**src/hdl/pkls_pkg.sv**
```systemverilog
`timescale 1ns / 1ps
// ----------------------------------------------------------------------------
// pkls_pkg
// shared constants and types of the per-key last-setter stack unit
// ----------------------------------------------------------------------------
package pkls_pkg;

	localparam int KEY_COUNT   = 123;
	localparam int STACK_DEPTH = 4;

	localparam int KEY_AW = (KEY_COUNT > 1) ? $clog2(KEY_COUNT) : 1;
	localparam int CNT_W  = $clog2(STACK_DEPTH + 1);
	localparam int POS_W  = (STACK_DEPTH > 1) ? $clog2(STACK_DEPTH) : 1;

	localparam logic [1:0] STAT_APPLIED = 2'd0;
	localparam logic [1:0] STAT_RANGE   = 2'd1;
	localparam logic [1:0] STAT_FULL    = 2'd2;
	localparam logic [1:0] STAT_NOMATCH = 2'd3;

	typedef struct packed {
		logic [6:0] key;
		logic [1:0] source_kind;
		logic [6:0] source_index;
		logic [6:0] level;
	} pkls_in_t;

	typedef struct packed {
		logic [6:0] key_level;
		logic [1:0] status;
	} pkls_out_t;

	typedef struct packed {
		logic [1:0] kind;
		logic [6:0] index;
		logic [6:0] level;
	} setter_t;

	typedef struct packed {
		setter_t [STACK_DEPTH-1:0] entry;
		logic [CNT_W-1:0]          count;
	} row_t;

	localparam int ROW_W = $bits(row_t);

	typedef struct packed {
		logic       wr;
		logic [6:0] level;
		logic [1:0] status;
	} edit_t;

endpackage

```
**src/hdl/pkls_row_edit.sv**
```systemverilog
`timescale 1ns / 1ps
// ----------------------------------------------------------------------------
// pkls_row_edit
// push or compacting removal on one key's setter row, newest level and status
// ----------------------------------------------------------------------------
module pkls_row_edit (
	input  pkls_pkg::row_t    row,
	input  pkls_pkg::pkls_in_t cmd,
	input  logic              found,
	input  logic [pkls_pkg::POS_W-1:0] pos,
	output pkls_pkg::row_t    new_row,
	output pkls_pkg::edit_t   edit
);
	import pkls_pkg::*;

	row_t       row_n;
	logic       wr;
	logic [1:0] status;
	logic [6:0] level;

	always_comb begin
		row_n  = row;
		wr     = 1'b0;
		status = STAT_APPLIED;
		if (cmd.level != 7'd0) begin
			if (int'(row.count) >= STACK_DEPTH) begin
				status = STAT_FULL;
			end else begin
				wr = 1'b1;
				for (int k = 0; k < STACK_DEPTH; k++) begin
					if (int'(row.count) == k) begin
						row_n.entry[k] = '{kind: cmd.source_kind, index: cmd.source_index,
							level: cmd.level};
					end
				end
				row_n.count = row.count + 1'b1;
			end
		end else if (found) begin
			wr = 1'b1;
			for (int k = 0; k < STACK_DEPTH - 1; k++) begin
				if (k >= int'(pos)) begin
					row_n.entry[k] = row.entry[k+1];
				end
			end
			row_n.count = row.count - 1'b1;
		end else begin
			status = STAT_NOMATCH;
		end

		level = 7'd0;
		for (int k = 0; k < STACK_DEPTH; k++) begin
			if (int'(row_n.count) == k + 1) begin
				level = row_n.entry[k].level;
			end
		end
	end

	assign new_row = row_n;
	assign edit    = '{wr: wr, level: level, status: status};

endmodule

```
**config.mk**
```make
export PLATFORM = sky130hd
export DESIGN_NAME = pkls_row_edit
export DESIGN_NICKNAME = d
export VERILOG_FILES = /design/src/hdl/pkls_pkg.sv /design/src/hdl/pkls_row_edit.sv
export SDC_FILE = /design/constraint.sdc
export NUM_CORES = 1
export LEC_CHECK = 0
export ABC_CLOCK_PERIOD_IN_PS = 4700
export BUFFER_PORTS_ARGS = -buffer_cell sky130_fd_sc_hd__buf_2
export CAP_MARGIN = 5
export CORE_ASPECT_RATIO = 0.75
export CORE_MARGIN = 4
export CORE_UTILIZATION = 26
export DETAILED_ROUTE_END_ITERATION = 16
export REMOVE_ABC_BUFFERS = 1
export SYNTH_ARGS = -nofsm -noshare
export SYNTH_HDL_FRONTEND = slang
export SYNTH_SLANG_ARGS = --single-unit
```
**constraint.sdc**
```tcl
create_clock -name vclk -period 4.7
set_input_delay 1.175 -clock vclk [all_inputs]
set_output_delay 1.175 -clock vclk [all_outputs]
set_load 0.005 [all_outputs]
```
==> Flow_metrics.wiki <==
{| class="wikitable"
! Metric !! Value
|-
| Maximum clock frequency || 219 MHz
|-
| I/O Pins || 170
|-
| Required time at the worst-slack endpoint || 3.52 ns
|-
| FF/Latch Area || 0 µm²
|-
| Critical path peak fanout || 7
|-
| Number of cell rows || 25
|-
| Final antenna-violating net count || 0
|-
| Post-synthesis instance total || 274
|-
| Number of antenna violations at the first check in global routing || 0
|-
| Multiplexer share of the synthesized area || 31.9%
|-
| Max_cap viols || 0
|-
| Number of global-route vias before repair || 2,656
|-
| Diodes inserted || 0
|-
| Arrival time of data at the critical path endpoint || 3.40 ns
|-
| Cell type contributing the most total cell area after synthesis || mux2i_1
|-
| Headroom to the max-slew limit || 65.7%
|-
| Total number of vias || 2,790
|-
| Cell-internal power || 0.130 mW
|-
| Overall fraction of global-route tracks in use || 19.7%
|-
| Total of clock buffers placed in the layout || 0
|-
| Cell with the biggest individual delay on the critical path || or2_2
|-
| Hold crit path type || in2out
|-
| Number of distinct standard cells referenced by the synthesized netlist || 37
|-
| CP cell instances || buf_2 -> inv_1 -> ha_1 -> ha_1 -> nor2_1 -> a21boi_2 -> or2_2 -> a31oi_4 -> inv_2 -> nor2_4 -> a22oi_1 -> a21oi_1 -> buf_2
|-
| Largest net degree at the start of global routing || 17
|-
| Number of max-slew violations in the final report || 0
|-
| Run status || complete, no violations
|-
| Synthesized-area fraction occupied by xor and xnor cells || 0%
|-
| Number of design rule violations left after detail routing || 0
|-
| Type of element launching the critical path || input pin
|-
| Filler Cells Inserted || 719
|-
| Sw power || 0.141 mW
|-
| Switching power share of the total || 52.2%
|-
| Biggest cell delay along the critical path || 0.32 ns
|-
| Most frequent standard cell in the layout excluding fill and tap cells || buf_2
|-
| Number of nets in the layout || 552
|-
| Transition at the pin with the smallest max-transition slack || 0.513 ns
|-
| Worst-case setup margin in the final layout || 0.127 ns
|-
| Die Y || 79.2 µm
|-
| Grt ovf || 0
|-
| Final hold violation count || 0
|-
| Count of input and output buffers || 163
|-
| Ratio of routed vias to standard cells || 5.24
|-
| Gp weighted congestion || 0.919
|-
| Crit end category || output pin
|-
| Overall die area || 8160 µm²
|-
| Power density over cell area || 95.3 nW/µm²
|-
| Chip Width || 103 µm
|-
| Hold path start || row[16]
|-
| Drt first pass iters || 4
|-
| Worst voltage drop across the vdd grid || 0.0392 mV
|-
| Reg power frac || 0%
|-
| Warnings, synthesis || 0
|-
| Fraction of power consumed by combinational cells || 100.0%
|-
| Routed length per placed instance || 16.4 µm
|-
| Final routed wirelength across all metal layers || 8710 µm
|-
| Post-synthesis adder-cell area fraction || 4.27%
|-
| Synthesized area per cell || 6.42 µm²
|-
| Largest cells by area after synthesis || mux2i_1, nor2_1, o22ai_1, mux2_2, ha_1
|-
| Worst Setup Slack post-DPL || 0.0837 ns
|-
| # hold bufs at CTS || 0
|-
| Area of the mapped netlist || 1760 µm²
|-
| Post-Layout Inst Area || 2840 µm²
|-
| Instance area at placement || 2830 µm²
|-
| Sequential element share of the synthesized area || 0%
|-
| Final setup vio count || 0
|-
| Compound-Gate Fraction of Synth Area || 27.7%
|-
| Wire length of the first global-routing pass || 13,200 µm
|-
| Share of synthesized cell area in and, or, nand and nor gates || 29.5%
|-
| Hold worst-path end || new_row[16]
|-
| Count of sequential standard cells || 0
|-
| Growth of design area from synthesis to finish || 61.7%
|-
| Worst Setup Path Type || in2out
|-
| Commonest cells after routing, fill and taps aside || buf_2, nor2_1, mux2i_1
|-
| Min Tclk post-route || 4.57 ns
|-
| Fraction of layout cells with a size suffix above 1 || 49.9%
|-
| Worst hold slack across all endpoints || 2.64 ns
|-
| DRC marker count from the first detailed-route iteration || 134
|-
| Fraction of post-synthesis cell area in the top cell type by area || 21.6%
|-
| Period utilisation layout || 97.3%
|-
| Initial Utilization || 27.3%
|-
| Hold path depth || 4
|-
| Area used by multi-input combinational logic || 1660 µm²
|-
| Clock group share of total power || 0%
|-
| Std-Cell Core Area || 6440 µm²
|-
| Detailed Place HPWL || 7180 µm
|-
| Static Leak || 1.42 nW
|-
| Combinational family with the most area after synthesis || multiplexers
|}
[worst max-delay path: cells and delay by family]
kind	cells	cell delay (ns)
fa+ha+maj	2	0.37
simple gates	3	0.62
compound gates	4	0.77
buf+inv	4	0.44
[final cells by class]
| cell class | count | share of cell area (%) |
|---|---|---|
| multi-input cells | 250 | 58.4 |
| inverters | 5 | 0.660 |
| repair buffers | 196 | 37.4 |
| well taps | 81 | 3.56 |
[synth_stat cells, types with 2 or more instances]
library cell / number
ha_1: 6
clkbuf_1: 3
buf_2: 9
a22oi_1: 7
nand2b_1: 2
buf_4: 4
nor2b_1: 2
o211ai_1: 6
o21ai_0: 8
nand2_1: 16
nor3b_1: 3
o22ai_1: 36
nor3_1: 5
nor2_1: 78
a21oi_1: 10
buf_1: 3
inv_1: 4
mux2i_1: 38
mux2_2: 16
[cell families after synthesis]
family          count (synthesis)
simple gates                  117
fa+ha+maj                       6
compound gates                 73
buf+inv                        24
mux                            54
[per-stage QoR]
stage	total power, mW	std cells	TNS, ns	utilization [%]
4_1_cts	0.269	531	0	43.9
3_3_place_gp	0.264	531	0	43.9
5_1_grt	0.298	532	-0.00506	44.1
2_1_floorplan	0.121	255	-0.337	-
3_5_place_dp	0.267	531	0	43.9
6_report	0.271	532	0	44.1
[layer usage]
metal  wire length [µm]  vias to the layer above  global-route usage, %
li1                   -                     1371                      -
met1               3880                     1292                   28.8
met2               4020                      123                   32.7
met3                781                        4                   1.84
met4                 24                        0                  0.776
met5                  0                        -                      0
[worst max-delay path by stage]
stage,endpoint,from,depth (start not counted)
after floorplan,edit[8],row[0],10
after global placement,edit[7],cmd[5],10
after detailed placement,edit[2],row[1],13
after CTS,edit[2],row[1],13
after global routing,edit[8],cmd[5],13
final,edit[2],row[1],13
[power groups by stage]
stage,sequential (mW),combinational (mW),clock [mW]
3_3_place_gp,0,0.264,0
2_1_floorplan,0,0.121,0
6_report,0,0.271,0
4_1_cts,0,0.269,0
3_5_place_dp,0,0.267,0
5_1_grt,0,0.298,0
[timing repair]
item	CTS	global route
endpoints found under the setup margin	0	7
resized for setup	0	2
buffers inserted	0	1
Power figures use the tool's default switching activity.
