$ cat config.mk
export PLATFORM = sky130hd
export DESIGN_NAME = pkls_ram
export DESIGN_NICKNAME = d
export VERILOG_FILES = /design/src/hdl/pkls_ram.sv
export SDC_FILE = /design/constraint.sdc
export NUM_CORES = 1
export LEC_CHECK = 0
export BUFFER_PORTS_ARGS = -buffer_cell sky130_fd_sc_hd__buf_2
export CAP_MARGIN = 20
export CORE_MARGIN = 10
export CORE_UTILIZATION = 50
export CTS_BUF_LIST = sky130_fd_sc_hd__clkbuf_16
export DETAILED_ROUTE_END_ITERATION = 6
export HOLD_SLACK_MARGIN = 0.1
export PLACE_DENSITY = 0.67
export SYNTH_ARGS = -nofsm -noshare
export SYNTH_HDL_FRONTEND = slang
export SYNTH_SLANG_ARGS = --single-unit
$ cat constraint.sdc
create_clock -name clk -period 2.42 [get_ports clk]
set_clock_uncertainty 0.05 [all_clocks]
set_input_delay 0.242 -clock clk [delete_from_list [all_inputs] [get_ports clk]]
set_output_delay 0.242 -clock clk [all_outputs]
set_load 0.03 [all_outputs]
$ cat src/hdl/pkls_ram.sv
`timescale 1ns / 1ps
// ----------------------------------------------------------------------------
// pkls_ram
// generic single-port-write, single-port-read ram with registered read data
// ----------------------------------------------------------------------------
module pkls_ram #(
	parameter int WIDTH = 8,
	parameter int DEPTH = 16,
	localparam int AW   = (DEPTH > 1) ? $clog2(DEPTH) : 1
) (
	input  logic             clk,
	input  logic             we,
	input  logic [AW-1:0]    waddr,
	input  logic [WIDTH-1:0] wdata,
	input  logic [AW-1:0]    raddr,
	output logic [WIDTH-1:0] rdata
);

	logic [WIDTH-1:0] mem [DEPTH];

	always_ff @(posedge clk) begin
		if (we) begin
			mem[waddr] <= wdata;
		end
		rdata <= mem[raddr];
	end

endmodule

==> results of run 1 <==
[layout by cell type (no fill, tap or decap), drive strengths merged]
master | synthesis | final
edfxtp | 128 | 128
buf | 7 | 43
mux4 | 32 | 32
clkbuf | 0 | 17
a22oi | 16 | 16
nor2 | 13 | 13
nand2 | 9 | 9
dfxtp | 8 | 8
clkinv | 0 | 8
nor3 | 4 | 4
clkinvlp | 0 | 4
nand3b | 2 | 2
nand2b | 2 | 2
inv | 0 | 2
nor2b | 1 | 1
and2 | 1 | 1
and2b | 1 | 1
nand3 | 1 | 1
or3b | 1 | 1
bufinv | 0 | 1
[worst max-delay path, delay by kind of cell (launching register included)]
kind,cells,cell delay (ps)
mux,1,510
compound gates,1,290
flops,1,350
simple gates,1,120
[per-layer routing]
metal / routed length (µm) / vias to the layer above / track usage
met5: 0 / - / 0
met4: 101 / 0 / 0.0626
met3: 449 / 9 / 0.0386
met2: 4850 / 68 / 0.218
met1: 4450 / 1287 / 0.182
li1: - / 1079 / -
[power by group through the flow]
stage | clock (µW) | sequential (µW) | combinational, µW
after floorplan | 0 | 2730 | 134
after global placement | 0 | 2690 | 270
after detailed placement | 0 | 2700 | 275
after CTS | 2340 | 2650 | 275
after global routing | 2460 | 2650 | 292
final | 2310 | 2650 | 270
[state kept, by name (all words and copies together), names as in the netlist]
register / flops
mem: 128
rdata: 8
[kinds of logic after synthesis]
| kind of cell | Yosys count | synth area share |
|---|---|---|
| flip-flops | 136 | 0.778 |
| AND/OR/NAND/NOR | 35 | 0.0318 |
| multiplexers | 32 | 0.150 |
| AO/OA/AOI/OAI | 16 | 0.0233 |
| buffers and inverters | 10 | 0.0168 |
[layout make-up]
| type | count | area, µm² | share of cell area |
|---|---|---|---|
| clock inverters | 15 | 114 | 0.0188 |
| well taps | 133 | 166 | 0.0275 |
| flip-flops and latches | 136 | 4000 | 0.662 |
| repair buffers | 43 | 285 | 0.0471 |
| multi-input cells | 83 | 1060 | 0.175 |
| clock buffers | 17 | 425 | 0.0703 |
[final timing paths]
path / to / slack [ps] / depth (start not counted)
min reg2reg: rdata[4] / 620 / 3
min: mem[1][5] / 170 / 1
max: rdata[2] / 960 / 3
max reg2reg: rdata[2] / 960 / 3
[stage by stage]
step	power [µW]	std cells	utilization	cell area (µm²)
after floorplan	2860	229	-	5150
after global placement	2960	395	0.556	5510
after detailed placement	2970	395	0.556	5510
after CTS	5260	427	0.611	6050
after global routing	5400	427	0.611	6050
final	5230	427	0.611	6050
[synthesized netlist by cell type (all sizes together) (2+ instances only)]
| library cell | count | share of area |
|---|---|---|
| edfxtp | 128 | 0.75 |
| mux4 | 32 | 0.15 |
| a22oi | 16 | 0.023 |
| nor2 | 13 | 0.0095 |
| nand2 | 9 | 0.0066 |
| dfxtp | 8 | 0.031 |
| buf | 7 | 0.011 |
| nor3 | 4 | 0.0039 |
| clkdlybuf4s25 | 3 | 0.0058 |
| nand2b | 2 | 0.0024 |
| nand3b | 2 | 0.0029 |
==> impl_results.html, run 1 <==
<table>
<tr><th>Metric</th><th>Value</th></tr>
<tr><th colspan="2">GRT</th></tr>
<tr><td>Vias in the first global route</td><td>2573</td></tr>
<tr><td>Number of antenna violations at the first check in global routing</td><td>0</td></tr>
<tr><td>Leftover overflow at the end of global routing</td><td>0</td></tr>
<tr><td>Maximum number of pins on one net before global-route repair</td><td>33</td></tr>
<tr><td>Wire length of the first global-routing pass</td><td>15100 µm</td></tr>
<tr><td>Gr usage total</td><td>0.141</td></tr>
<tr><th colspan="2">Place</th></tr>
<tr><td>Pre-CTS setup slack</td><td>523 ps</td></tr>
<tr><td>Final HPWL from detailed placement</td><td>6320 µm</td></tr>
<tr><td>Routability-driven placement congestion ratio</td><td>0.723</td></tr>
<tr><td>Number of port buffers</td><td>25</td></tr>
<tr><th colspan="2">Timing</th></tr>
<tr><td>Highest attainable clock frequency</td><td>685 MHz</td></tr>
<tr><td>Tightest hold margin</td><td>174 ps</td></tr>
<tr><td>Least-Margin Pin Slew</td><td>802 ps</td></tr>
<tr><td>RSZ-0062 raised after global routing</td><td>false</td></tr>
<tr><td>Normalized max-slew margin</td><td>0.464</td></tr>
<tr><td>Endpoints failing setup</td><td>0</td></tr>
<tr><td>Slew Limit Fails</td><td>0</td></tr>
<tr><td>Post-route worst setup slack</td><td>961 ps</td></tr>
<tr><td>Sum of negative setup slack</td><td>0 ps</td></tr>
<tr><td>Final hold vios</td><td>0</td></tr>
<tr><td>Final critical-path share of the clock period</td><td>0.603</td></tr>
<tr><td>Period minus WS final</td><td>1460 ps</td></tr>
<tr><th colspan="2">CTS</th></tr>
<tr><td>Clock tree from TritonCTS</td><td>yes</td></tr>
<tr><td>Number of clock sinks</td><td>136</td></tr>
<tr><td># H-tree levels</td><td>4</td></tr>
<tr><td>Buffer depth of the longest clock path</td><td>2</td></tr>
<tr><td>CTS buffer count</td><td>17</td></tr>
<tr><td>Hold-fix buffers, CTS</td><td>0</td></tr>
<tr><td>Clock transition at the register clock pins on the worst setup and hold paths after CTS</td><td>60 ps</td></tr>
<tr><td>Number of resized instances in the post-cts repair step</td><td>0</td></tr>
<tr><td>Clock Tree Root</td><td>sky130_fd_sc_hd__clkbuf_16</td></tr>
<tr><td>Post-CTS Setup Inserts</td><td>0</td></tr>
<tr><td>Clock latency reported for the late side of the worst-skew pair</td><td>410 ps</td></tr>
<tr><th colspan="2">Finish</th></tr>
<tr><td>Share of post-route cells with drive strength above 1</td><td>0.310</td></tr>
<tr><td>Fill cell total of the finished layout</td><td>730</td></tr>
<tr><td>Number of antenna cells inserted</td><td>0</td></tr>
<tr><td>Area added between synthesis and finish</td><td>17.6%</td></tr>
<tr><td>Nets</td><td>299</td></tr>
<tr><th colspan="2">Die</th></tr>
<tr><td>Total die area</td><td>14800 µm²</td></tr>
<tr><td>Die X</td><td>121 µm</td></tr>
<tr><td>Placement Rows</td><td>36</td></tr>
<tr><td>Starting Density</td><td>0.519</td></tr>
<tr><td>Height of the chip</td><td>121 µm</td></tr>
<tr><td>Number of top-level design ports</td><td>26</td></tr>
<tr><td>Core outline area</td><td>9910 µm²</td></tr>
<tr><th colspan="2">Worst setup path</th></tr>
<tr><td>Data required time at the worst endpoint</td><td>2640 ps</td></tr>
<tr><td>CP Launch Point</td><td>mem[1][2]</td></tr>
<tr><td>Crit-path slowest cell</td><td>sky130_fd_sc_hd__mux4_1</td></tr>
<tr><td>Critical path start-end classification</td><td>flip-flop to flip-flop</td></tr>
<tr><td>Maximum fanout encountered on the critical timing path</td><td>1</td></tr>
<tr><td>Element type at the critical path end</td><td>flip-flop</td></tr>
<tr><td>FF-to-FF Start</td><td>mem[1][2]</td></tr>
<tr><td>Delay of the slowest critical-path stage</td><td>510 ps</td></tr>
<tr><td>Startpoint types</td><td>flip-flop</td></tr>
<tr><td>Arrival time reported for the critical path endpoint</td><td>1680 ps</td></tr>
<tr><td>Worst-path cell chain</td><td>mux4_1 &gt; a22oi_1 &gt; nand2_1</td></tr>
<tr><th colspan="2">Power</th></tr>
<tr><td>Switching Share</td><td>0.210</td></tr>
<tr><td>Sequential power share</td><td>0.507</td></tr>
<tr><td>P per Cell Area</td><td>864 nW/µm²</td></tr>
<tr><td>Sw Pwr</td><td>1100 µW</td></tr>
<tr><td>Cell internal power dissipation</td><td>4130 µW</td></tr>
<tr><td>Leakage power</td><td>0.00206 µW</td></tr>
<tr><td>Combinational cell fraction of total power</td><td>0.052</td></tr>
<tr><td>Proportion of power drawn by the clock network</td><td>0.442</td></tr>
<tr><td>Peak supply drop</td><td>0.418 mV</td></tr>
<tr><th colspan="2">Min path</th></tr>
<tr><td>Hold Path Class</td><td>input pin to flip-flop</td></tr>
<tr><td>Critical hold path startpoint</td><td>wdata[5]</td></tr>
<tr><th colspan="2">Synth</th></tr>
<tr><td>Top FF cell, synth</td><td>sky130_fd_sc_hd__edfxtp_1</td></tr>
<tr><td>Post-Synthesis Cells</td><td>229</td></tr>
<tr><td>Syn Std Cell Area</td><td>5150 µm²</td></tr>
<tr><td>Average cell area after synthesis</td><td>22.5 µm²</td></tr>
<tr><td>Post-synth net total</td><td>247</td></tr>
<tr><td>Register area share after synthesis</td><td>0.778</td></tr>
<tr><td>Fraction of synthesis flops using an asynchronous set or reset pin</td><td>0</td></tr>
<tr><td>Count of synthesis-stage warnings from yosys</td><td>0</td></tr>
<tr><td>Seq cells post-synth</td><td>136</td></tr>
<tr><td>Cell variety after synth</td><td>19</td></tr>
<tr><td>Number of flops mapped to enable cells by yosys</td><td>128</td></tr>
<tr><th colspan="2">Route</th></tr>
<tr><td>Average vias per placed instance</td><td>5.72</td></tr>
<tr><td>Via count</td><td>2443</td></tr>
<tr><td>Wire per inst</td><td>23.1 µm</td></tr>
<tr><td>Count of antenna-violating nets left after detailed routing</td><td>0</td></tr>
<tr><td>Iteration-0 DRC count of the detailed router</td><td>178</td></tr>
<tr><td>Detailed-routing iteration count for the pre-antenna-repair pass</td><td>5</td></tr>
<tr><td>Total Wirelength</td><td>9850 µm</td></tr>
<tr><td>Remaining design rule violation count</td><td>0</td></tr>
<tr><th colspan="2">Run</th></tr>
<tr><td>Max-cap check violation count</td><td>0</td></tr>
<tr><th colspan="2">Status</th></tr>
<tr><td>Run status</td><td>finished clean</td></tr>
</table>
No activity file was read; power rests on OpenSTA's default activity.
==> run 2: changes to the inputs <==
--- a/config.mk
+++ b/config.mk
@@ -12,7 +12,7 @@
 export CTS_BUF_LIST = sky130_fd_sc_hd__clkbuf_16
 export DETAILED_ROUTE_END_ITERATION = 6
 export HOLD_SLACK_MARGIN = 0.1
-export PLACE_DENSITY = 0.67
+export PLACE_DENSITY = 0.7
 export SYNTH_ARGS = -nofsm -noshare
 export SYNTH_HDL_FRONTEND = slang
 export SYNTH_SLANG_ARGS = --single-unit
==> constraint.sdc (replaced) <==
create_clock -name clk -period 1.33 [get_ports clk]
set_clock_uncertainty 0.05 [all_clocks]
set_input_delay 0.133 -clock clk [delete_from_list [all_inputs] [get_ports clk]]
set_output_delay 0.133 -clock clk [all_outputs]
set_load 0.03 [all_outputs]
==> run 2 against run 1 <==
Net effect: the flow now finishes with violations (setup timing); maximum frequency grew 6.8%; sequential share of layout area decreased by 2.7 points; register-to-register slack worse by 1000 ps; die area stayed put; wire length up 0.89%; worst hold slack better by 64 ps; combinational power grew 110%; core utilization rose by 2.6 points; first-iteration DRC count up 29%; critical path type unchanged; critical endpoint is now rdata[3]; largest cell class unchanged; highest routed layer unchanged.
==> impl_results.html, run 2 (synthesis gave the netlist of run 1 again) <==
<table>
<tr><th>Metric</th><th>Value</th></tr>
<tr><th colspan="2">Finish</th></tr>
<tr><td>Nets</td><td>320</td></tr>
<tr><td>Fill cell total of the finished layout</td><td>688</td></tr>
<tr><td>Share of post-route cells with drive strength above 1</td><td>0.387</td></tr>
<tr><td>Area added between synthesis and finish</td><td>22.6%</td></tr>
<tr><td>Register area</td><td>4000 µm²</td></tr>
<tr><td>Highest-count cells in the layout ignoring fill and taps</td><td>sky130_fd_sc_hd__edfxtp_1, sky130_fd_sc_hd__buf_4, sky130_fd_sc_hd__mux4_2, sky130_fd_sc_hd__buf_2, sky130_fd_sc_hd__clkbuf_16</td></tr>
<tr><td>Largest register by flop count</td><td>mem</td></tr>
<tr><td>Number of flip-flops under the largest register name</td><td>128</td></tr>
<tr><td>Number of antenna cells inserted</td><td>0</td></tr>
<tr><td>Leading cell type in the layout, fill and taps excluded</td><td>sky130_fd_sc_hd__edfxtp_1</td></tr>
<tr><td>Share of the core filled with cells in the final layout</td><td>0.637</td></tr>
<tr><td>Area occupied by multi-input gates</td><td>1080 µm²</td></tr>
<tr><td>Top flop regs</td><td>mem: 128 flops, rdata: 8 flops</td></tr>
<tr><th colspan="2">Die</th></tr>
<tr><td>Starting Density</td><td>0.519</td></tr>
<tr><td>Total die area</td><td>14800 µm²</td></tr>
<tr><td>Height of the chip</td><td>121 µm</td></tr>
<tr><td>Core outline area</td><td>9910 µm²</td></tr>
<tr><td>Die X</td><td>121 µm</td></tr>
<tr><td>Placement Rows</td><td>36</td></tr>
<tr><td>Number of top-level design ports</td><td>26</td></tr>
<tr><th colspan="2">Route</th></tr>
<tr><td>Via count</td><td>2531</td></tr>
<tr><td>Total Wirelength</td><td>9940 µm</td></tr>
<tr><td>Iteration-0 DRC count of the detailed router</td><td>230</td></tr>
<tr><td>Count of antenna-violating nets left after detailed routing</td><td>0</td></tr>
<tr><td>Average vias per placed instance</td><td>5.65</td></tr>
<tr><td>Wire per inst</td><td>22.2 µm</td></tr>
<tr><td>Remaining design rule violation count</td><td>0</td></tr>
<tr><td>Detailed-routing iteration count for the pre-antenna-repair pass</td><td>5</td></tr>
<tr><th colspan="2">Worst setup path</th></tr>
<tr><td>Element type at the critical path end</td><td>flip-flop</td></tr>
<tr><td>Setup slack of the worst register-to-register path</td><td>-40 ps</td></tr>
<tr><td>Startpoint types</td><td>flip-flop</td></tr>
<tr><td>Endpoint of the lowest-slack register-to-register path</td><td>rdata[3]</td></tr>
<tr><td>FF-to-FF Start</td><td>mem[7][3]</td></tr>
<tr><td>Critical path start-end classification</td><td>flip-flop to flip-flop</td></tr>
<tr><td>Maximum fanout encountered on the critical timing path</td><td>1</td></tr>
<tr><td>Arrival time reported for the critical path endpoint</td><td>1600 ps</td></tr>
<tr><td>Data required time at the worst endpoint</td><td>1560 ps</td></tr>
<tr><td>Depth of the worst register-to-register path</td><td>3</td></tr>
<tr><td>CP Launch Point</td><td>mem[7][3]</td></tr>
<tr><th colspan="2">Timing</th></tr>
<tr><td>Final hold vios</td><td>0</td></tr>
<tr><td>Period minus WS final</td><td>1370 ps</td></tr>
<tr><td>Normalized max-slew margin</td><td>0.382</td></tr>
<tr><td>Post-route worst setup slack</td><td>-36.0 ps</td></tr>
<tr><td>Endpoints failing setup</td><td>4</td></tr>
<tr><td>Sum of negative setup slack</td><td>-59.0 ps</td></tr>
<tr><td>Least-Margin Pin Slew</td><td>924 ps</td></tr>
<tr><td>Slew Limit Fails</td><td>0</td></tr>
<tr><td>Final critical-path share of the clock period</td><td>1.03</td></tr>
<tr><td>Highest attainable clock frequency</td><td>732 MHz</td></tr>
<tr><td>RSZ-0062 raised after global routing</td><td>true</td></tr>
<tr><th colspan="2">CTS</th></tr>
<tr><td>Buffer depth of the longest clock path</td><td>2</td></tr>
<tr><td>Clock transition at the register clock pins on the worst setup and hold paths after CTS</td><td>60 ps</td></tr>
<tr><td>Number of clock sinks</td><td>136</td></tr>
<tr><td># H-tree levels</td><td>4</td></tr>
<tr><td>Post-CTS Setup Inserts</td><td>0</td></tr>
<tr><td>Clock Tree Root</td><td>sky130_fd_sc_hd__clkbuf_16</td></tr>
<tr><td>Clock latency reported for the late side of the worst-skew pair</td><td>400 ps</td></tr>
<tr><td>CTS buffer count</td><td>17</td></tr>
<tr><td>Clock tree from TritonCTS</td><td>yes</td></tr>
<tr><th colspan="2">GRT</th></tr>
<tr><td>Leftover overflow at the end of global routing</td><td>0</td></tr>
<tr><td>Vias in the first global route</td><td>2684</td></tr>
<tr><td>Number of antenna violations at the first check in global routing</td><td>0</td></tr>
<tr><td>Gr usage total</td><td>0.146</td></tr>
<tr><td>Wire length of the first global-routing pass</td><td>15700 µm</td></tr>
<tr><td>Maximum number of pins on one net before global-route repair</td><td>17</td></tr>
<tr><th colspan="2">Power</th></tr>
<tr><td>Total power of the final layout</td><td>9850 µW</td></tr>
<tr><td>Leakage power</td><td>0.00216 µW</td></tr>
<tr><td>P per Cell Area</td><td>1560 nW/µm²</td></tr>
<tr><td>Peak supply drop</td><td>0.813 mV</td></tr>
<tr><th colspan="2">Min path</th></tr>
<tr><td>Hold EP</td><td>mem[4][1]</td></tr>
<tr><td>Cell depth of the worst min-delay path</td><td>3</td></tr>
<tr><td>Hold Path Class</td><td>input pin to flip-flop</td></tr>
<tr><td>Critical hold path startpoint</td><td>waddr[0]</td></tr>
<tr><th colspan="2">Place</th></tr>
<tr><td>Final HPWL from detailed placement</td><td>6490 µm</td></tr>
<tr><td>Number of port buffers</td><td>25</td></tr>
<tr><td>Routability-driven placement congestion ratio</td><td>0.736</td></tr>
<tr><td>Pre-CTS setup slack</td><td>-319 ps</td></tr>
<tr><th colspan="2">Status</th></tr>
<tr><td>Run status</td><td>finished with violations</td></tr>
<tr><td>Violations in the final reports</td><td>setup timing</td></tr>
<tr><th colspan="2">Run</th></tr>
<tr><td>Max-cap check violation count</td><td>0</td></tr>
</table>
run 2: changes by cell type in the layout (fill, tap and decap cells not counted), moves of 2 or more:
cell / delta
sky130_fd_sc_hd__buf_4: +11
sky130_fd_sc_hd__dlygate4sd3_1: +8
sky130_fd_sc_hd__mux4_1: -7
sky130_fd_sc_hd__mux4_2: +7
sky130_fd_sc_hd__a22oi_1: -6
sky130_fd_sc_hd__a22oi_2: +6
sky130_fd_sc_hd__nor3_1: -3
sky130_fd_sc_hd__nor3_2: +3
sky130_fd_sc_hd__buf_12: +2
sky130_fd_sc_hd__clkinv_2: -2
sky130_fd_sc_hd__inv_6: +2
run 2: how the worst max path moves through the flow:
stage / to / slack [ps]
2_1_floorplan: mem[3][0] / -120
3_3_place_gp: rdata[2] / -280
3_5_place_dp: rdata[2] / -320
4_1_cts: rdata[3] / -30
5_1_grt: rdata[7] / -70
6_report: rdata[3] / -40
run 2: through the flow:
stage / cells / instance area [µm²] / hold slack, ps
2_1_floorplan: 229 / 5160 / 182
5_1_grt: 448 / 6310 / 234
4_1_cts: 448 / 6310 / 225
6_report: 448 / 6310 / 238
3_5_place_dp: 408 / 5650 / 483
3_3_place_gp: 408 / 5650 / 453
run 2: critical path: stages (launching register included):
cell and delay [ps]:
sky130_fd_sc_hd__edfxtp_1 380, sky130_fd_sc_hd__mux4_2 520, sky130_fd_sc_hd__a22oi_2 190, sky130_fd_sc_hd__nand2_1 110
run 2: layout make-up:
type                    instances  share of cell area
multi-input cells              83               0.170
repair buffers                 64              0.0773
clock inverters                15              0.0242
flip-flops and latches        136               0.634
well taps                     133              0.0264
clock buffers                  17              0.0674
run 2: per-layer routing:
layer	GRT usage	routed length (µm)
met4	0.0469	70
met2	0.230	4940
met3	0.0470	690
met1	0.186	4240
met5	0	0
run 2: repair_timing:
item	CTS	global route
hold endpoints to repair	128	0
hold buffers	8	0
gates cloned	0	0
gates resized for setup	8	5
pin swaps	4	1
endpoints found under the setup margin	8	8
run 2: report_power, final:
| part | switching, µW | internal, µW | leakage (µW) | total, µW |
|---|---|---|---|---|
| clock | 1710 | 2760 | 0.000273 | 4470 |
| combinational | 320 | 241 | 0.000660 | 560 |
| sequential | 27.1 | 4790 | 0.00122 | 4820 |
| total | 2060 | 7790 | 0.00216 | 9850 |
